$ cat config.mk
export PLATFORM = sky130hd
export DESIGN_NAME = ddo_divider
export DESIGN_NICKNAME = d
export VERILOG_FILES = /design/src/rtl/core/ddo_pkg.sv /design/src/rtl/core/ddo_divider.sv
export SDC_FILE = /design/constraint.sdc
export NUM_CORES = 1
export LEC_CHECK = 0
export BUFFER_PORTS_ARGS = -buffer_cell sky130_fd_sc_hd__buf_2
export CORE_MARGIN = 2
export CORE_UTILIZATION = 55
export CTS_CLUSTER_SIZE = 20
export DETAILED_ROUTE_END_ITERATION = 6
export PLACE_DENSITY_LB_ADDON = 0.12
export SYNTH_ARGS = -nofsm -noshare
export SYNTH_HDL_FRONTEND = slang
export SYNTH_SLANG_ARGS = --single-unit
$ cat constraint.sdc
create_clock -name clk_i -period 3.1 [get_ports clk_i]
set_clock_uncertainty 0.15 [all_clocks]
set_input_delay 0 -clock clk_i [delete_from_list [all_inputs] [get_ports clk_i]]
set_output_delay 0 -clock clk_i [all_outputs]
set_load 0.05 [all_outputs]
$ cat src/rtl/core/ddo_pkg.sv
// Types, constants and the arctangent table of the odometry block.
// Used by the CORDIC unit, the divider and the top level; depends on nothing.
package ddo_pkg;

  localparam int unsigned PosW      = 32;
  localparam int unsigned AngW      = 16;
  localparam int unsigned TrackW    = 31;
  localparam int unsigned EpsW      = 16;
  localparam int unsigned TrigShift = 30;
  localparam int unsigned MaxSteps  = 24;
  localparam int unsigned DivW      = 64;
  localparam int unsigned DenW      = 34;

  localparam logic signed [33:0] CordicGain = 34'sd652032874;
  localparam logic [31:0]        TurnPerRad = 32'd683565276;

  typedef enum logic [2:0] {
    REG_TRACK_WIDTH   = 3'd0,
    REG_EPSILON       = 3'd1,
    REG_START_X       = 3'd2,
    REG_START_Y       = 3'd3,
    REG_START_HEADING = 3'd4
  } reg_idx_e;

  typedef enum logic [3:0] {
    ST_IDLE,
    ST_CS1,
    ST_SX,
    ST_SY,
    ST_RMUL,
    ST_RDIV,
    ST_ADIV,
    ST_CS2,
    ST_AX,
    ST_AY,
    ST_POS,
    ST_OUT
  } ddo_state_e;

  typedef struct packed {
    logic               done;
    logic signed [31:0] cos;
    logic signed [31:0] sin;
  } cordic_res_t;

  typedef struct packed {
    logic            done;
    logic [DivW-1:0] quot;
  } div_res_t;

  // Arctangent of 2^-i as a fraction of a turn scaled by 2^32.
  function automatic logic [31:0] atan_f(input logic [4:0] i);
    logic [31:0] v;
    case (i)
      5'd0:    v = 32'd536870912;
      5'd1:    v = 32'd316933406;
      5'd2:    v = 32'd167458907;
      5'd3:    v = 32'd85004756;
      5'd4:    v = 32'd42667331;
      5'd5:    v = 32'd21354465;
      5'd6:    v = 32'd10679838;
      5'd7:    v = 32'd5340245;
      5'd8:    v = 32'd2670163;
      5'd9:    v = 32'd1335087;
      5'd10:   v = 32'd667544;
      5'd11:   v = 32'd333772;
      5'd12:   v = 32'd166886;
      5'd13:   v = 32'd83443;
      5'd14:   v = 32'd41722;
      5'd15:   v = 32'd20861;
      5'd16:   v = 32'd10430;
      5'd17:   v = 32'd5215;
      5'd18:   v = 32'd2608;
      5'd19:   v = 32'd1304;
      5'd20:   v = 32'd652;
      5'd21:   v = 32'd326;
      5'd22:   v = 32'd163;
      5'd23:   v = 32'd81;
      default: v = 32'd0;
    endcase
    return v;
  endfunction

endpackage

$ cat src/rtl/core/ddo_divider.sv
// Restoring divider, one quotient bit per cycle, 64 bit dividend.
// Depends on ddo_pkg for widths and the result struct.
module ddo_divider (
  input  logic                        clk_i,
  input  logic                        rst_ni,
  input  logic                        start_i,
  input  logic [ddo_pkg::DivW-1:0]    dividend_i,
  input  logic [ddo_pkg::DenW-1:0]    divisor_i,
  output ddo_pkg::div_res_t           res_o
);

  localparam int unsigned CntW = $clog2(ddo_pkg::DivW);
  localparam logic [CntW-1:0] LastCnt = CntW'(ddo_pkg::DivW - 1);

  logic                          busy_q, done_q;
  logic [CntW-1:0]               cnt_q;
  logic [ddo_pkg::DivW-1:0]      num_q;
  logic [ddo_pkg::DenW-1:0]      rem_q, den_q;
  logic [ddo_pkg::DenW:0]        trial, diff;
  logic                          fits;

  always_comb begin
    trial = {rem_q, num_q[ddo_pkg::DivW-1]};
    diff  = trial - {1'b0, den_q};
    fits  = (trial >= {1'b0, den_q});
  end

  always_ff @(posedge clk_i or negedge rst_ni) begin
    if (!rst_ni) begin
      busy_q <= 1'b0;
      done_q <= 1'b0;
      cnt_q  <= '0;
    end else begin
      done_q <= 1'b0;
      if (start_i) begin
        busy_q <= 1'b1;
        cnt_q  <= '0;
      end else if (busy_q) begin
        if (cnt_q == LastCnt) begin
          busy_q <= 1'b0;
          done_q <= 1'b1;
        end else begin
          cnt_q <= cnt_q + 1'b1;
        end
      end
    end
  end

  // The dividend shifts out at the top while quotient bits shift in at the bottom.
  always_ff @(posedge clk_i) begin
    if (start_i) begin
      num_q <= dividend_i;
      rem_q <= '0;
      den_q <= divisor_i;
    end else if (busy_q) begin
      num_q <= {num_q[ddo_pkg::DivW-2:0], fits};
      rem_q <= fits ? diff[ddo_pkg::DenW-1:0] : trial[ddo_pkg::DenW-1:0];
    end
  end

  assign res_o.done = done_q;
  assign res_o.quot = num_q;

endmodule

; Word-level counts from Yosys, hierarchy flattened
; Index checks and enable logic that the tools add are counted.
[word_totals]
regBits = 140
inputBits = 101
out_inout_bits = 65
[op_classes]
addsub = 2
magnitude_cmp = 1
eq_ne = 2
muxes = 12
reduce_logical = 2
[op_table]
columns = operator, n
row1 = two-way mux 64 bit, 2
row2 = greater-or-equal comparator 35 x 34 -> 1 bit, 1
row3 = two-way mux 34 bit, 1
row4 = subtractor 34 bit, 1
row5 = two-way mux 6 bit, 3
row6 = "adder 6 x 1 -> 6 bit, second input constant", 1
row7 = "equality test 6 bit, second input constant", 1
row8 = two-way mux 1 bit, 6
row9 = "!= test 2 bit, second input constant", 1
row10 = AND reduction 2 bit, 1
row11 = nonzero test 2 bit, 1

; Depth between registers and ports, before layout
[depth]
depth_word = 4
ltp_mapped = 14
mapped_depth_nobuf = 12

; Worst setup path before layout
; OpenSTA, ideal clock, no wires.
[synth_path]
path_type = register -> register
startpoint = register num_q[63] (netlist name)
endpoint = register rem_q[30] (netlist name)
t_arrival_ns = 2.725
required_time_ns = 2.821
setup_slack_ns = 0.096
stages_incl_launch_ff = 13
path_buffers = 0
cell_sequence = edfxtp_1 > inv_1 > ha_1 > fa_1 > nor2b_1 > o31a_1 > o21ai_1 > a211oi_1 > o311a_1 > o41ai_4 > and3_1 > a211oi_1 > a21oi_1
[synth_between]
elab_chain_len = 2
elab_cells_between_ends = 3
cone_classes = 1 x add/sub / 1 x order compare / 1 x mux
[synth_lines]
columns = element, line
row1 = from (decl), ddo_divider.sv:17  ; logic [ddo_pkg::DivW-1:0] num_q;
row2 = from (signal assigned), ddo_divider.sv:52  ; num_q <= dividend_i;
row3 = from (signal assigned), ddo_divider.sv:56  ; num_q <= {num_q[ddo_pkg::DivW-2:0], fits};
row4 = subtractor 34 bit or greater-or-equal comparator 35 x 34 -> 1 bit (tied branches), "ddo_divider.sv:24, ddo_divider.sv:25"
row5 = two-way mux 34 bit (*), ddo_divider.sv:57  ; rem_q <= fits ? diff[ddo_pkg::DenW-1:0] : trial[ddo_pkg::DenW-1:0];
row6 = to (signal assigned), ddo_divider.sv:57
row7 = to (decl), ddo_divider.sv:18  ; logic [ddo_pkg::DenW-1:0] rem_q, den_q;
; Every way passes the cells marked *; elsewhere a longest branch is shown, timed or not.
; A chain may end at the register's enable or synchronous reset.

; Worst setup path in the final report
[layout_path]
startpoint = register den_q[15] (netlist name)
endpoint = register rem_q[4] (netlist name)
[layout_between]
elab_chain_len = 2
[layout_lines]
columns = element, line
row1 = from (decl), ddo_divider.sv:18
row2 = from (signal assigned), ddo_divider.sv:54  ; den_q <= divisor_i;
row3 = greater-or-equal comparator 35 x 34 -> 1 bit, ddo_divider.sv:25  ; fits = (trial >= {1'b0, den_q});
row4 = two-way mux 34 bit, ddo_divider.sv:57
; No other way between the ends.

==> impl.org <==
** Place
- Cell Area, Placed :: between 0.008 and 0.009 sq mm
- Including well taps, the total number of placed cells is 1020.
- Buffers placed on the I/O ports in this run total ~170.
- HPWL after detailed placement :: 13.33 mm
- GPL Wtd Cong :: 0.9560

** Detailed routing
- Via Count :: 6730
- Dividing the detail-routed wire length by the instance count gives 18.71 um.
- Dividing the detail-routed via count by the number of cells gives 5.787.
- Post-route ant nets :: 0
- For this block, the initial DRC count from the detailed router was 550.
- Detailed Route WL :: approximately 22 mm
- Detailed-router iteration count before antenna repair :: 5
- Total DRC errors in the routed layout :: 0

** Synthesis
- Flip-flop and latch count after synthesis :: 140
- Library cell occupying the most area in the post-synthesis netlist :: edfxtp_1
- Cell types with the largest area share after synthesis :: edfxtp_1, mux2_2, dfxtp_1, ha_1, a311oi_1
- Number of flops mapped to enable cells by yosys :: 98
- The number of different library cells used by synthesis comes to 70.
- Area of the mapped netlist :: 0.007672 sq mm
- Yosys instantiated no cell more often than edfxtp_1.
- After technology mapping, the gate count stands at 693.
- Dominant synthesized flop cell :: edfxtp_1
- Area share of the largest cell type after synthesis :: 0.3836
- The number of nets in the synthesized netlist is 830.
- For this run, the register share of the synthesized area comes to 0.4984.
- Post-synthesis area per instance :: 11.07 sq um
- Number of synthesis warnings :: 0
- Counting instances in the post-synthesis netlist gives the leading cell types as edfxtp_1, mux2_2, nor2_1.
- Async SR Flop Fraction :: 0.05714

** Global route
- The initial antenna violation count is 0.
- Global Route Usage Sum :: 0.2881
- After global routing the overflow that remains totals 0.
- Vias in the first global route :: 6649
- Global-route wire length before repair :: 33.29 mm
- Entering global routing, the biggest net connects 66 pins.

** Final layout
- Finished layout cell area :: 0.01066 sq mm
- For this run, the post-layout net count is 1107.
- After the flow finishes, the layout carries non-filler instances totaling ~1200.
- Fin util :: 0.7740
- From synthesis to final layout, the design area changed by 38.94%.
- # diodes :: 0
- Layout cells sized above 1 :: 0.3499

** STA
- The final count of pins violating max slew is 0.
- Headroom to the max-slew limit came out at 0.5200.
- In the finished design, the share of the clock period the worst path needs comes to 0.9815.
- Total count of hold-check failures in the final report :: 0
- Static timing analysis puts the maximum clock frequency at 328.7 MHz.
- Setup violators final :: 0
- For the pin with the worst max-slew slack, the measured transition is 720.0 ps.
- Final critical delay including setup and external delays :: 3043 ps

** Worst setup path
- Required time of the worst setup path :: between 3000 and 4000 ps
- Worst r2r path cells :: 13
- Across all register-to-register paths, the minimum setup slack is 60 ps.
- STA classifies the critical path endpoint as a flip-flop.
- At the worst endpoint, the arrival time is roughly 3200 ps.
- STA classifies the critical path startpoint as a flip-flop.
- Along the worst path, the maximum fanout reaches 7.
- Critical setup path kind :: reg2reg

** Clock tree
- CTS Buf Count :: 17
- Clock tree buffer depth :: 2
- H-Tree Level Count :: 4
- For the worst-skew pair, the clock arrives at the later sink with an insertion delay of roughly 430 ps.
- Clock-pin slew was measured on the worst setup and hold paths at about 60 ps.
- Counting every sink on the clock net gives 140.
- The tree is rooted in a clkbuf_16.
- TritonCTS built the clock tree.

** Power
- The worst-case IR drop observed on VDD is 0.4519 mV.
- Total power of the final layout :: 7974 uW
- Standby leakage power :: 0.004574 uW
- For this design the ratio of total power to cell area is 748.0 mW/mm^2.

** Floorplanning
- Height of the die :: ~120 um
- Rows :: 43
- The die is 122.1 um wide.
- Ports placed on the boundary :: 166
- Core area :: 0.01377 sq mm
- Starting Density :: 0.5570
- The floorplan step defined a die boundary enclosing 0.01491 sq mm.

** Hold path
- The worst hold path belongs to the class in2reg.
- Worst Hold Depth :: 2

** Run
- Count of maximum capacitance violations :: 0

** Run status
- The flow ran to the end, and the final reports show no timing, DRC or antenna violations.
==> report_power, final <==
group	internal (uW)	leakage [uW]	switching [uW]	total, uW
registers	2340	0.00139	259	2600
clock network	1240	0.000294	825	2060
logic	1420	0.00289	1890	3310
==> area by class of cell <==
class	instances	area (sq um)
Sequential cell	140	3824
Multi-Input combinational cell	470	3715
Fill cell	908	3113
Timing Repair Buffer	300	2151
Clock buffer	20	456.7
Tap cell	180	225.2
Inverter	41	153.9
Clock inverter	12	135.1
==> per-stage QoR <==
stage	hold slack, ps	setup TNS, ps	setup WS [ps]
finish	130.5	0	57.49
global route	128.8	-208.1	-25.32
CTS	111.2	0	14.12
detailed placement	-300.8	-85.26	-85.26
global placement	-304.7	0	12.82
floorplan	-445.6	0	95.78
==> worst paths after layout <==
check                                        from                     end
setup / recovery              den_q[15]$_DFFE_PP_   rem_q[4]$_SDFFE_PP0P_
hold / removal                      divisor_i[29]     den_q[29]$_DFFE_PP_
setup reg to reg              den_q[15]$_DFFE_PP_   rem_q[4]$_SDFFE_PP0P_
hold reg to reg            rem_q[28]$_SDFFE_PP0P_  rem_q[28]$_SDFFE_PP0P_
max in group asynchronous                  rst_ni        done_q$_DFF_PN0_
min in group asynchronous                  rst_ni    cnt_q[4]$_DFFE_PN0P_
==> cell usage in the layout, fill, tap and decap left out, types with 4 or more instances in the layout <==
cell type and count:
buf_2 166, dlygate4sd3_1 101, edfxtp_1 98, mux2_2 64, nor2_1 52, inv_1 38, o21ai_0 35, dfxtp_1 34
nand3_1 31, nand2_1 30, a21oi_1 27, a311oi_1 27, buf_4 26, ha_1 25, xnor2_1 22, clkbuf_16 17
a21o_1 15, nand4_1 10, xor2_1 9, o21bai_1 8, dfrtp_1 8, ha_4 7, nor3_1 6, o21ai_1 6
a31oi_1 5, a21oi_2 5, inv_6 5, nand2b_1 4, a211oi_1 4, a211oi_2 4, o211ai_1 4, buf_12 4
==> layer usage <==
metal / routed length (um) / vias up / share of wire / global-route usage
met5: 0 / - / 0 / 0
met4: 350 / 0 / 0.016 / 0.09483
met3: 1421 / 32 / 0.065 / 0.07444
met2: 11110 / 255 / 0.51 / 0.4930
met1: 8884 / 3276 / 0.41 / 0.3557
li1: - / 3167 / - / -
==> registers in the layout, indices dropped and copies added (netlist names) <==
name,cells
cnt_q,6
rem_q,34
den_q,34
busy_q,1
num_q,64
done_q,1
==> worst max-delay path, stage by stage (launching register included) <==
cell      delay [ps]
edfxtp_1         310
inv_1             50
ha_1             400
and4_1           290
nand2b_4          70
nor3_2           160
o21ai_2          110
a21oi_2          220
o21ai_4          100
a311oi_4         340
buf_6            170
buf_2            190
o21ai_0          100
a311oi_1         290
==> cell families after synthesis <==
family / synth area share
AO/OA/AOI/OAI: 0.1631
AND/OR/NAND/NOR: 0.1009
flip-flops: 0.4984
buffers and inverters: 0.04729
multiplexers: 0.09524
adder cells (fa/ha/maj): 0.05969
XOR/XNOR: 0.03539
==> timing repair <==
action	in CTS	in global routing
endpoints found under the setup margin	3	35
buffers inserted	0	8
pin swaps	1	15
hold endpoints to repair	127	0
gates resized for setup	3	41
hold buffers	101	0
gates cloned	0	2
Note: power is estimated with default switching activity, not from simulation.
