### config.mk
export PLATFORM = sky130hd
export DESIGN_NAME = ddo_cordic
export DESIGN_NICKNAME = d
export VERILOG_FILES = /design/src/rtl/core/ddo_pkg.sv /design/src/rtl/core/ddo_cordic.sv
export SDC_FILE = /design/constraint.sdc
export NUM_CORES = 1
export LEC_CHECK = 0
export BUFFER_PORTS_ARGS = -buffer_cell sky130_fd_sc_hd__buf_2
export CORE_MARGIN = 2
export CORE_UTILIZATION = 40
export DETAILED_ROUTE_END_ITERATION = 10
export GPL_TIMING_DRIVEN = 0
export MAX_ROUTING_LAYER = met4
export SETUP_SLACK_MARGIN = 0.1
export SLEW_MARGIN = 20
export SYNTH_ARGS = -nofsm -noshare
export SYNTH_HDL_FRONTEND = slang
export SYNTH_SLANG_ARGS = --single-unit
### constraint.sdc
create_clock -name clk_i -period 7.6 [get_ports clk_i]
set_clock_uncertainty 0.1 [all_clocks]
set_input_delay 1.14 -clock clk_i [delete_from_list [all_inputs] [get_ports clk_i]]
set_output_delay 1.14 -clock clk_i [all_outputs]
set_load 0.02 [all_outputs]
### src/rtl/core/ddo_pkg.sv
// Types, constants and the arctangent table of the odometry block.
// Used by the CORDIC unit, the divider and the top level; depends on nothing.
package ddo_pkg;

  localparam int unsigned PosW      = 32;
  localparam int unsigned AngW      = 16;
  localparam int unsigned TrackW    = 31;
  localparam int unsigned EpsW      = 16;
  localparam int unsigned TrigShift = 30;
  localparam int unsigned MaxSteps  = 24;
  localparam int unsigned DivW      = 64;
  localparam int unsigned DenW      = 34;

  localparam logic signed [33:0] CordicGain = 34'sd652032874;
  localparam logic [31:0]        TurnPerRad = 32'd683565276;

  typedef enum logic [2:0] {
    REG_TRACK_WIDTH   = 3'd0,
    REG_EPSILON       = 3'd1,
    REG_START_X       = 3'd2,
    REG_START_Y       = 3'd3,
    REG_START_HEADING = 3'd4
  } reg_idx_e;

  typedef enum logic [3:0] {
    ST_IDLE,
    ST_CS1,
    ST_SX,
    ST_SY,
    ST_RMUL,
    ST_RDIV,
    ST_ADIV,
    ST_CS2,
    ST_AX,
    ST_AY,
    ST_POS,
    ST_OUT
  } ddo_state_e;

  typedef struct packed {
    logic               done;
    logic signed [31:0] cos;
    logic signed [31:0] sin;
  } cordic_res_t;

  typedef struct packed {
    logic            done;
    logic [DivW-1:0] quot;
  } div_res_t;

  // Arctangent of 2^-i as a fraction of a turn scaled by 2^32.
  function automatic logic [31:0] atan_f(input logic [4:0] i);
    logic [31:0] v;
    case (i)
      5'd0:    v = 32'd536870912;
      5'd1:    v = 32'd316933406;
      5'd2:    v = 32'd167458907;
      5'd3:    v = 32'd85004756;
      5'd4:    v = 32'd42667331;
      5'd5:    v = 32'd21354465;
      5'd6:    v = 32'd10679838;
      5'd7:    v = 32'd5340245;
      5'd8:    v = 32'd2670163;
      5'd9:    v = 32'd1335087;
      5'd10:   v = 32'd667544;
      5'd11:   v = 32'd333772;
      5'd12:   v = 32'd166886;
      5'd13:   v = 32'd83443;
      5'd14:   v = 32'd41722;
      5'd15:   v = 32'd20861;
      5'd16:   v = 32'd10430;
      5'd17:   v = 32'd5215;
      5'd18:   v = 32'd2608;
      5'd19:   v = 32'd1304;
      5'd20:   v = 32'd652;
      5'd21:   v = 32'd326;
      5'd22:   v = 32'd163;
      5'd23:   v = 32'd81;
      default: v = 32'd0;
    endcase
    return v;
  endfunction

endpackage

### src/rtl/core/ddo_cordic.sv
// Iterative CORDIC: one rotation per cycle through shared shifters and adders.
// Depends on ddo_pkg for the arctangent table, the gain and the result struct.
module ddo_cordic #(
  parameter int unsigned STEPS = 16
) (
  input  logic                clk_i,
  input  logic                rst_ni,
  input  logic                start_i,
  input  logic [31:0]         angle_i,
  output ddo_pkg::cordic_res_t res_o
);

  localparam int unsigned NSteps = (STEPS < ddo_pkg::MaxSteps) ? STEPS : ddo_pkg::MaxSteps;
  localparam int unsigned CntW   = $clog2(NSteps);
  localparam logic [CntW-1:0] LastIter = CntW'(NSteps - 1);

  logic                   busy_q, done_q, flip_q;
  logic [CntW-1:0]        iter_q;
  logic signed [33:0]     x_q, y_q, z_q;
  logic signed [33:0]     z_in, z_start, xs, ys, at;
  logic                   flip_start;

  // Fold the angle into the right half plane; the result is negated at the end.
  always_comb begin
    z_in       = 34'(signed'(angle_i));
    z_start    = z_in;
    flip_start = 1'b0;
    if (z_in > 34'sh0_4000_0000) begin
      z_start    = z_in - 34'sh0_8000_0000;
      flip_start = 1'b1;
    end else if (z_in < -34'sh0_4000_0000) begin
      z_start    = z_in + 34'sh0_8000_0000;
      flip_start = 1'b1;
    end
    xs = x_q >>> iter_q;
    ys = y_q >>> iter_q;
    at = signed'({2'b00, ddo_pkg::atan_f(5'(iter_q))});
  end

  always_ff @(posedge clk_i or negedge rst_ni) begin
    if (!rst_ni) begin
      busy_q <= 1'b0;
      done_q <= 1'b0;
      iter_q <= '0;
    end else begin
      done_q <= 1'b0;
      if (start_i) begin
        busy_q <= 1'b1;
        iter_q <= '0;
      end else if (busy_q) begin
        if (iter_q == LastIter) begin
          busy_q <= 1'b0;
          done_q <= 1'b1;
        end else begin
          iter_q <= iter_q + 1'b1;
        end
      end
    end
  end

  always_ff @(posedge clk_i) begin
    if (start_i) begin
      x_q    <= ddo_pkg::CordicGain;
      y_q    <= '0;
      z_q    <= z_start;
      flip_q <= flip_start;
    end else if (busy_q) begin
      if (!z_q[33]) begin
        x_q <= x_q - ys;
        y_q <= y_q + xs;
        z_q <= z_q - at;
      end else begin
        x_q <= x_q + ys;
        y_q <= y_q - xs;
        z_q <= z_q + at;
      end
    end
  end

  assign res_o.done = done_q;
  assign res_o.cos  = 32'(flip_q ? -x_q : x_q);
  assign res_o.sin  = 32'(flip_q ? -y_q : y_q);

endmodule

# Word-level counts from Yosys, hierarchy flattened
# Memories as Yosys holds them, arrays and structs flattened.
# Cells that the tools add are included.
# totals
regBits,109
rom_bits,480
inputBits,35
out_inout_bits,65
wordCells,46
n_memories,1
# classes
addsub,11
magnitude_cmp,2
n_eq_ne,2
shift,2
n_mux,19
reduce_logical,2
# memory_table
memory,words,word_bits,read_ports,rd_ports_with_merged_regs,write_ports,line_no,source
(name not given),16,30,1,0,0,ddo_pkg.sv:54,case (i)
# op_table
op,n
$mux 34,7
$add 34x34->34,2
$sshr 34x4->34,2
$sub 34x34->34,2
$mux 32,2
$neg 32->32,2
$add 32x33->34 const B,1
$add 34x33->34,1
$sub 32x33->34 const B,1
$sub 34x33->34,1
$gt 32x32->1 const B,1
$lt 32x31->1 const B,1
$mux 4,3
$mux 1,7
$add 4x1->4 const B,1
$eq 4x4->1 const B,1
$ne 2x2->1 const B,1
$reduce_and 2->1,1
$reduce_bool 2->1,1

# Longest topological paths before layout
# Gate-level depths: netlist of run 1.
# An unclocked memory read counts as a cell.
# depth
word_depth,5
ltp_mapped,32
ltp_nobuf,25

# Least setup slack after synthesis of run 1
# Ideal clock, no wire load.
# synth_path
kind,register to register
from,register iter_q[0]
to,"register z_q[29], data pin"
setup_ps,267
t_arrival_ps,6644
t_required_ps,7233
setup_slack_ps,589
stages_incl_launch_ff,31
path_buffers,7
period_less_slack_ps,7011
path_cell_list,dfrtp_1 -> clkbuf_1 -> buf_6 -> inv_1 -> clkbuf_1 -> buf_2 -> buf_2 -> buf_2 -> buf_1 -> ha_1 -> nand2_1 -> a21oi_1 -> a31oi_1 -> ha_1 -> nand3_1 -> nor3_1 -> nand3_1 -> nor4_1 -> a21oi_2 -> xor2_1 -> ha_1 -> a21o_1 -> a21o_1 -> a21o_1 -> a2bb2oi_1 -> o31ai_1 -> a211oi_1 -> nor3_1 -> a2111oi_0 -> xor2_1 -> o21ai_0
# synth_between
elab_chain_cells,5
elab_cells_between_ends,6
classes_between,2 x add/sub; 3 x mux; 1 x memory
# synth_rtl
element,line_no,source
"start, declared",ddo_cordic.sv:18,logic [CntW-1:0] iter_q;
"start signal, assigned",ddo_cordic.sv:55,iter_q <= iter_q + 1'b1;
$mem_v2 16x30 (*),n/a,
$sub 34x33->34 or $add 34x33->34 (tied branches),"ddo_cordic.sv:71, ddo_cordic.sv:75",
$mux 34 (*),ddo_cordic.sv:68,if (!z_q[33]) begin
$mux 34 (*),ddo_cordic.sv:67,end else if (busy_q) begin
$mux 34 (*),ddo_cordic.sv:62,if (start_i) begin
"end signal, assigned",ddo_cordic.sv:65,z_q <= z_start;
"end signal, assigned",ddo_cordic.sv:71,z_q <= z_q - at;
"end signal, assigned",ddo_cordic.sv:75,z_q <= z_q + at;
"end, declared",ddo_cordic.sv:19,"logic signed [33:0] x_q, y_q, z_q;"
# Mark *: on every way between the ends. The rest lies on a longest branch, timed or not. The select of a mux whose other input is x is not followed.
# A chain may end at the register's enable or synchronous reset.

# Worst setup path in the final report of run 1
# layout_path
from,register iter_q[0]
to,register x_q[33]
# layout_between
elab_chain_cells,3
elab_cells_between_ends,4
classes_between,2 x add/sub; 1 x shift; 1 x mux
# layout_rtl
element,line_no,source
$sshr 34x4->34 (*),ddo_cordic.sv:36,ys = y_q >>> iter_q;
$sub 34x34->34 or $add 34x34->34 (tied branches),"ddo_cordic.sv:69, ddo_cordic.sv:73",
$mux 34 (*),ddo_cordic.sv:68,
"end signal, assigned",ddo_cordic.sv:63,x_q <= ddo_pkg::CordicGain;
"end signal, assigned",ddo_cordic.sv:69,x_q <= x_q - ys;
"end signal, assigned",ddo_cordic.sv:73,x_q <= x_q + ys;
"end, declared",ddo_cordic.sv:19,
# Mark *: on every way between the ends. The rest lies on a longest branch, timed or not.

==> out/results.ini, run 1 <==
[status]
status=complete, no violations

[worst_setup_path]
startpoint_type=register
cp-end-kind=register
crit_fanout=10
worstPathRequired_ns=7.86
critPathKind=register to register
crit_arrival_ns=7.57
reg2reg_to=x_q[33]
ff2ff_setup_slack_ns=0.29
ff2ff_path_depth=22
timing.rr.start=iter_q[0]

[detailed_routing]
viasPerCell=6.34
wl_um=73000
drt_iter0_drc=1627
postRouteAntennaNets=0
drc=0
drt_pass1_iterations=8
vias=17900
post_drt_wl_per_cell_um=25.9

[timing]
drv_slew=0
setup_tns_ns=0
holdWs_ns=0.436
max_freq_mhz=137
finalCritPeriodShare=0.961
min_period_ns=7.31
slew_headroom=0.187
hold_violations=0
setup_viol=0
rsz0062_at_grt=false
worst_pin_slew_ns=1.22

[floorplan]
initial_core_util=0.404
die-width_um=209
ios=100
num_rows=75
die-area_um2=43800
core_um2=41800
dieHeight_um=209

[synth]
synth.avg_cell_area_um2=7.81
async_flop_share=0.0550
synth_enable_flop_cells=35
synth-seq-cells=109
synth_nets=2312
ys_types=94
netlist_area_um2=16900
ys_seq_area_frac=0.152
synth_cells=2160
synth_ff_type=dfxtp_1
ys_warn_count=0

[final_layout]
nets=2428
syn_to_final_growth_pct=10.4
antenna_cells=0
drive_gt1_frac=0.142

[global_routing]
grt_use_total=0.340
grt_pass1_wl_um=108000
grt_start_max_net_pins=20
antenna_found_initial=1
grt_overflow_total=0
first_global_vias=16900

[clock_network]
clockBufferDepth=2
clk_pin_slew_worst_paths_ns=0.09
cts_made_buffers=9
cts_root_buffer=clkbuf_16
cts_tree=built
cts_sinks=109
cts.htree.levels=3
clk_latency_ns=0.41

[power_and_ir_drop]
pwr-share-comb=0.840
total_power_uw=11000
internal_power_uw=5010
leakagePower_uw=0.00788
pwr-share-clk=0.049
netSwitchingPower_uw=5970
power_frac_seq=0.111
power_density_nw_per_um2=590
ir_drop_mv=0.278
p_sw_frac=0.544

[min_path]
hp-class=input port to asynchronous set/reset pin

[placement]
port_buffers=99
place_congestion=1.01
hpwl_um=56100

[job]
cap_violations=0

==> cell usage after synthesis (23+ instances only) <==
library cell / number / area [um^2]
nand2_1: 232 / 871
a21oi_1: 192 / 961
nor2_1: 191 / 717
xnor2_1: 159 / 1390
o21ai_0: 132 / 661
ha_1: 114 / 1430
clkbuf_1: 94 / 353
mux2i_1: 83 / 831
dfxtp_1: 68 / 1360
xor2_1: 66 / 578
a21o_1: 59 / 443
inv_1: 58 / 218
mux4_2: 53 / 1190
nor3_1: 42 / 210
edfxtp_1: 35 / 1050
o31ai_1: 35 / 263
mux2_2: 33 / 372
nand3_1: 31 / 155
nand2b_1: 28 / 175
a31oi_1: 26 / 163
o211ai_1: 23 / 173
==> critical path: stages, from the launching register on <==
cell and delay, ns:
dfrtp_2 0.51, clkbuf_2 0.27, buf_8 0.19, buf_8 0.16, buf_2 0.30, buf_2 0.33, clkbuf_1 0.51, clkbuf_1 0.70
clkbuf_1 0.69, a21oi_1 0.29, a31oi_1 0.27, xnor2_1 0.13, ha_1 0.37, a21oi_1 0.23, o211ai_1 0.12, a2111o_1 0.36
a21oi_1 0.32, o31ai_1 0.24, a21o_1 0.25, o41ai_2 0.31, xnor3_1 0.29, a21oi_1 0.16, a31o_1 0.11
==> per-layer routing <==
layer	track usage	wire (um)	vias up
li1	-	-	8150
met1	0.466	32200	8720
met2	0.490	30500	872
met3	0.0745	7580	141
met4	0.123	2680	0
met5	-	0	-
==> cell type report <==
cell class	instances	area (um^2)
multi-input combinational	1828	13400
timing repair buffer	106	568
clock buffer	10	229
fill	4248	23100
clock inverter	6	71.3
buffer	162	871
sequential	109	2560
inverter	60	225
tap	539	674
==> sequential cells by signal, summed over array words and instances (netlist names) <==
name / count
y_q: 34
iter_q: 4
done_q: 1
busy_q: 1
z_q: 34
x_q: 34
flip_q: 1
==> cells in the final DEF, fill, tap and decap left out, types with 66 or more instances in the layout <==
cell	n
o21ai_0	132
a21oi_1	190
xor2_1	66
xnor2_1	159
mux2i_1	83
clkbuf_1	86
dfxtp_1	68
nand2_1	232
ha_1	112
nor2_1	191
buf_2	118
==> per-stage QoR <==
| stage | instances | setup WS, ns | area (um^2) | util |
|---|---|---|---|---|
| floorplan | 2160 | 0.589 | 16900 | - |
| global placement | 2798 | -2.00 | 18000 | 0.432 |
| detailed placement | 2799 | -2.02 | 18100 | 0.432 |
| CTS | 2814 | 0.0750 | 18400 | 0.442 |
| global route | 2820 | 0.120 | 18600 | 0.446 |
| finish | 2820 | 0.294 | 18600 | 0.446 |
==> repair_timing <==
item / 4_1_cts / 5_1_grt
buffers inserted: 0 / 6
hold buffers: 0 / 0
pin swaps: 0 / 6
resized for setup: 31 / 34
setup endpoints to repair: 49 / 22
==> power groups by stage <==
| stage | registers [uW] | logic (uW) | clock network [uW] |
|---|---|---|---|
| 6_report | 1220 | 9230 | 533 |
| 5_1_grt | 1250 | 10200 | 559 |
| 4_1_cts | 1210 | 8950 | 545 |
| 3_5_place_dp | 1220 | 8870 | 0 |
| 3_3_place_gp | 1210 | 8760 | 0 |
| 2_1_floorplan | 1090 | 6910 | 0 |
==> logic make-up after synthesis <==
logic type                 Yosys count  synth area share
buffers and inverters              223            0.0611
AOI/OAI and AO/OA                  632             0.239
muxes                              178             0.153
xor gates and xnor gates           226             0.118
and+or+nand+nor                    674             0.187
DFF                                109             0.152
adders and majority gates          118            0.0888
==> worst max path at each step <==
stage,start,to,slack [ns],depth (start not counted)
3_3_place_gp,iter_q[0],z_q[29],-2.00,30
6_report,iter_q[0],x_q[33],0.29,22
4_1_cts,iter_q[0],z_q[29],0.08,30
5_1_grt,iter_q[3],z_q[32],0.12,27
3_5_place_dp,iter_q[0],z_q[29],-2.02,30
2_1_floorplan,iter_q[0],z_q[29],0.59,30
Power figures use the tool's default switching activity.
==> run 2: changes to the inputs <==
CELL_PAD_IN_SITES_DETAIL_PLACEMENT = 0   (was default)
CELL_PAD_IN_SITES_GLOBAL_PLACEMENT = 1   (was default)
PLACE_DENSITY_LB_ADDON = 0.1   (was default)
==> run 2 against run 1 <==
Worst setup slack worse by 0.026 ns. Clock power down 2%. Cell count unchanged. Critical path type unchanged. First-iteration DRC count up 16%. Clock-buffer cell count down 1. Global-route usage up 1.5 points. Sequential cell count unchanged. Non-clock buffer count down 1. Final area down 0.11%. Fmax down 0.36%.
==> out/results.ini, run 2 (same netlist as run 1, synthesis figures left out) <==
[status]
status=complete, no violations  ; unchanged

[job]
cap_violations=0  ; unchanged

[clock_network]
cts_sinks=109  ; unchanged
clk_latency_ns=0.42  ; was 0.41 ns
cts_tree=built  ; unchanged
cts_hold_buf=0  ; unchanged
cts_root_buffer=clkbuf_16  ; unchanged
clk_pin_slew_worst_paths_ns=0.09  ; about the same
cts_made_buffers=9  ; unchanged
cts.htree.levels=3  ; unchanged
clockBufferDepth=2  ; unchanged

[timing]
min_period_ns=7.33  ; was 7.31 ns
worst_pin_slew_ns=1.28  ; was 1.22 ns
finalCritPeriodShare=0.965  ; was 0.961
holdWs_ns=0.437  ; was 0.436 ns
slew_headroom=0.148  ; was 0.187
hold_violations=0  ; unchanged
rsz0062_at_grt=false  ; unchanged
setup_tns_ns=0  ; unchanged
drv_slew=0  ; unchanged
max_freq_mhz=136  ; was 137 MHz
setup_viol=0  ; unchanged
fin_ws_ns=0.268  ; was 0.294 ns

[final_layout]
drive_gt1_frac=0.144  ; was 0.142
syn_to_final_growth_pct=10.3  ; was 10.4%
final_cell_mix=nand2_1 (232), nor2_1 (191), a21oi_1 (190)  ; unchanged
fillers=4316  ; was 4248
largestRegisters=x_q (34), y_q (34), z_q (34)  ; unchanged
final_common_cell=nand2_1  ; unchanged
nets=2427  ; was 2428

[floorplan]
dieHeight_um=209  ; unchanged
ios=100  ; unchanged
die-area_um2=43800  ; unchanged
num_rows=75  ; unchanged
initial_core_util=0.404  ; unchanged
core_um2=41800  ; unchanged
die-width_um=209  ; unchanged

[power_and_ir_drop]
leakagePower_uw=0.00790  ; was 0.00788 uW
power_density_nw_per_um2=595  ; was 590 nW/um^2
ir_drop_mv=0.358  ; was 0.278 mV

[min_path]
hp-class=input port to asynchronous set/reset pin  ; unchanged

[global_routing]
grt_use_total=0.355  ; was 0.340
grt_start_max_net_pins=31  ; was 20
antenna_found_initial=0  ; was 1
grt_pass1_wl_um=111000  ; was 108000 um
grt_overflow_total=0  ; unchanged
first_global_vias=16500  ; was 16900

[detailed_routing]
wl_um=76400  ; was 73000 um
post_drt_wl_per_cell_um=27.1  ; was 25.9 um
drt_iter0_drc=1881  ; was 1627
vias=17600  ; was 17900
drc=0  ; unchanged
viasPerCell=6.23  ; was 6.34
postRouteAntennaNets=0  ; unchanged
drt_pass1_iterations=6  ; was 8

[placement]
dp_slack_ns=-2.30  ; was -2.02 ns
place_congestion=0.979  ; was 1.01
port_buffers=99  ; unchanged
hpwl_um=58800  ; was 56100 um

[worst_setup_path]
worstPathRequired_ns=7.65  ; was 7.86 ns
cp-end-kind=register  ; unchanged
crit_fanout=10  ; unchanged
startpoint_type=register  ; unchanged
crit_arrival_ns=7.38  ; was 7.57 ns
critPathKind=register to register  ; unchanged

run 2: routing by layer:
layer	vias to the layer above	routed length, um	global-route usage
met5	-	0	-
met4	0	1920	0.0946
met1	8591	35200	0.496
li1	8131	-	-
met3	89	7570	0.0959
met2	764	31700	0.501
run 2: power by group:
group	leakage [uW]	switching [uW]	internal, uW
Clock	0.000145	294	231
Combinational	0.00673	5520	3810
Sequential	0.00102	281	932
run 2: repair_timing:
item / 4_1_cts / 5_1_grt
pin swaps: 3 / 3
gates resized for setup: 37 / 27
endpoints found under the setup margin: 50 / 18
gates cloned: 0 / 0
setup buffers: 3 / 2
run 2: path summary, 6_finish.rpt:
| path | slack [ns] | cells past startpoint | startpoint | endpoint |
|---|---|---|---|---|
| hold / removal | 0.44 | 1 | rst_ni | busy_q |
| hold reg to reg | 0.46 | 2 | y_q[0] | y_q[0] |
| max in group asynchronous | 6.79 | 1 | rst_ni | iter_q[0] |
| setup / recovery | 0.27 | 27 | iter_q[3] | z_q[30] |
| min in group clk_i | 0.46 | 2 | y_q[0] | y_q[0] |
| setup reg to reg | 0.27 | 27 | iter_q[3] | z_q[30] |
run 2: layout make-up:
cell class	instances	area [um^2]	share of cell area
multi-input cells	1828	13400	0.721
flip-flops and latches	109	2560	0.138
plain buffers	162	870	0.0468
well taps	539	674	0.0363
repair buffers	105	553	0.0297
clock buffers	9	225	0.0121
inverters	60	225	0.0121
clock inverters	7	67.6	0.00363
diodes	1	2.50	0.000135
run 2: critical path, cell delays in order, from the launching register on:
cell and delay [ns]:
dfrtp_1 0.47, buf_4 0.23, buf_2 0.28, buf_4 0.30, buf_4 0.28, buf_4 0.27, buf_2 0.29, buf_2 0.25
clkbuf_2 0.28, nand2_1 0.12, o211ai_1 0.10, o21ai_0 0.24, nor2_1 0.25, nand2_1 0.14, nor4_4 0.40, a21oi_2 0.25
xor2_1 0.25, ha_1 0.41, a21oi_1 0.30, nor2_1 0.07, nor3_1 0.14, a211o_1 0.21, o211ai_1 0.28, a41o_1 0.42
a211o_1 0.28, a21oi_1 0.17, xor2_1 0.15, o21ai_0 0.09
run 2: per-stage QoR:
step / instances / utilization / area, um^2 / total power (uW)
global placement: 2798 / 0.432 / 18000 / 10100
floorplan: 2160 / - / 16900 / 7990
global route: 2819 / 0.445 / 18600 / 12000
finish: 2820 / 0.445 / 18600 / 11100
detailed placement: 2799 / 0.432 / 18100 / 10200
CTS: 2817 / 0.443 / 18500 / 10800
==> run 3: changes to the inputs <==
SLEW_MARGIN = default   (was 20)
clock period = 9.2 ns   (was 7.6 ns; I/O delays follow)
==> run 3 against run 2 <==
Sequential power shrank 17%. Clock-buffer cell count grew 1. Critical path depth grew 2.
==> out/results.ini, run 3 (same netlist as run 1, synthesis figures left out) <==
[timing]
rsz0062_at_grt=false  ; unchanged
worst_pin_slew_ns=1.43  ; was 1.28 ns
setup_viol=0  ; unchanged
slew_headroom=0.0441  ; was 0.148
setup_tns_ns=0  ; unchanged
max_freq_mhz=116  ; was 136 MHz
drv_slew=0  ; unchanged
hold_violations=0  ; unchanged
min_period_ns=8.61  ; was 7.33 ns
holdWs_ns=0.480  ; was 0.437 ns
finalCritPeriodShare=0.935  ; was 0.965

[status]
status=complete, no violations  ; unchanged

[power_and_ir_drop]
netSwitchingPower_uw=4970  ; was 6090 uW
power_frac_seq=0.111  ; was 0.109
leakagePower_uw=0.00781  ; was 0.00790 uW
pwr-share-comb=0.839  ; was 0.843
internal_power_uw=4090  ; was 4980 uW
pwr-share-clk=0.050  ; was 0.047
ir_drop_mv=0.302  ; was 0.358 mV
power_density_nw_per_um2=492  ; was 595 nW/um^2
p_sw_frac=0.549  ; was 0.550

[detailed_routing]
drc=0  ; unchanged
postRouteAntennaNets=0  ; unchanged
vias=17500  ; was 17600
viasPerCell=6.22  ; was 6.23
wl_um=75900  ; was 76400 um
drt_pass1_iterations=6  ; unchanged
post_drt_wl_per_cell_um=27.0  ; was 27.1 um
drt_iter0_drc=1620  ; was 1881

[global_routing]
grt_start_max_net_pins=35  ; was 31
grt_pass1_wl_um=111000  ; about the same
grt_use_total=0.354  ; was 0.355
antenna_found_initial=0  ; unchanged
first_global_vias=16400  ; was 16500
grt_overflow_total=0  ; unchanged

[placement]
place_area_um2=18000  ; was 18100 um^2
hpwl_um=58900  ; was 58800 um
placed_cells=2799  ; unchanged
place_congestion=0.979  ; unchanged
port_buffers=99  ; unchanged

[worst_setup_path]
ff2ff_setup_slack_ns=0.59  ; was 0.27 ns
startpoint_type=register  ; unchanged
worstPathRequired_ns=9.25  ; was 7.65 ns
crit_fanout=22  ; was 10
crit_arrival_ns=8.66  ; was 7.38 ns
max_stage_delay_ns=0.51  ; was 0.47 ns
cp-end-kind=register  ; unchanged
slowest_stage=a211oi_1  ; was dfrtp_1
startpoint=iter_q[0]  ; was iter_q[3]
timing.rr.start=iter_q[0]  ; was iter_q[3]
critPathKind=register to register  ; unchanged

[final_layout]
final_cell_mix=nand2_1 (232), a21oi_1 (192), nor2_1 (191)  ; was nand2_1 (232), nor2_1 (191), a21oi_1 (190)
largestRegisters=x_q (34), y_q (34), z_q (34)  ; unchanged
fin_cells=2815  ; was 2820
fin_util=0.440  ; was 0.445
final_common_cell=nand2_1  ; unchanged
syn_to_final_growth_pct=9.09  ; was 10.3%
design_area_um2=18400  ; was 18600 um^2
drive_gt1_frac=0.128  ; was 0.144
nets=2422  ; was 2427
fillers=4278  ; was 4316

[clock_network]
clk_latency_ns=0.42  ; about the same
clockBufferDepth=2  ; unchanged
cts.htree.levels=3  ; unchanged
cts_root_buffer=clkbuf_16  ; unchanged
clk_pin_slew_worst_paths_ns=0.09  ; about the same
cts_made_buffers=9  ; unchanged
cts_tree=built  ; unchanged
cts_sinks=109  ; unchanged

[job]
cap_violations=0  ; unchanged

[floorplan]
core_um2=41800  ; unchanged
die-width_um=209  ; unchanged
ios=100  ; unchanged
initial_core_util=0.404  ; unchanged
die-area_um2=43800  ; unchanged
dieHeight_um=209  ; unchanged
num_rows=75  ; unchanged

[min_path]
min_from=y_q[0]
hp-class=register to register  ; was input port to asynchronous set/reset pin

-- run 3: routing by layer --
metal,track usage,up-vias,wire (um)
met5,-,-,0
met4,0.0805,0,1530
met3,0.0763,94,7520
met1,0.509,8493,35500
li1,-,8124,-
met2,0.504,796,31300
-- run 3: final timing paths --
check / to / cells after the start
min reg2reg: y_q[0] / 2
max reg2reg: z_q[29] / 29
min in group asynchronous: done_q / 1
max: z_q[29] / 29
min: y_q[0] / 2
max in group asynchronous: iter_q[1] / 1
-- run 3: repair_timing --
action	4_1_cts	5_1_grt
endpoints found under the setup margin	14	13
hold buffers	0	0
buffers inserted	0	0
hold endpoints to repair	0	0
gates resized for setup	3	7
-- run 3: area by class of cell --
| type | instances | area [um^2] | area share |
|---|---|---|---|
| Buffer | 161 | 806 | 0.0438 |
| Clock buffer | 10 | 250 | 0.0136 |
| Tap cell | 539 | 674 | 0.0367 |
| Multi-Input combinational cell | 1828 | 13300 | 0.722 |
| Sequential cell | 109 | 2560 | 0.139 |
| Clock inverter | 6 | 62.6 | 0.00340 |
| Inverter | 60 | 225 | 0.0122 |
| Timing Repair Buffer | 101 | 526 | 0.0286 |
| Antenna cell | 1 | 2.50 | 0.000136 |
-- run 3: critical path, delay by kind of cell (launching register included) --
kind                     cells  cell delay [ns]
buffers and inverters        7             2.17
flip-flops                   1             0.47
AND/OR/NAND/NOR              6             1.30
XOR/XNOR                     2             0.41
adder cells (fa/ha/maj)      3             1.06
AO/OA/AOI/OAI               11             2.79
-- run 3: power groups by stage --
stage	combinational [uW]	clock, uW	sequential [uW]
6_report	7600	454	1000
5_1_grt	8340	469	1020
4_1_cts	7470	460	994
3_5_place_dp	7400	0	1000
3_3_place_gp	7370	0	1000
2_1_floorplan	5700	0	900
-- run 3: metrics by stage --
| step | power (uW) | setup slack, ns |
|---|---|---|
| 2_1_floorplan | 6600 | 2.19 |
| 3_3_place_gp | 8370 | -0.765 |
| 3_5_place_dp | 8410 | -0.726 |
| 4_1_cts | 8920 | 0.197 |
| 5_1_grt | 9840 | 0.191 |
| 6_report | 9060 | 0.594 |
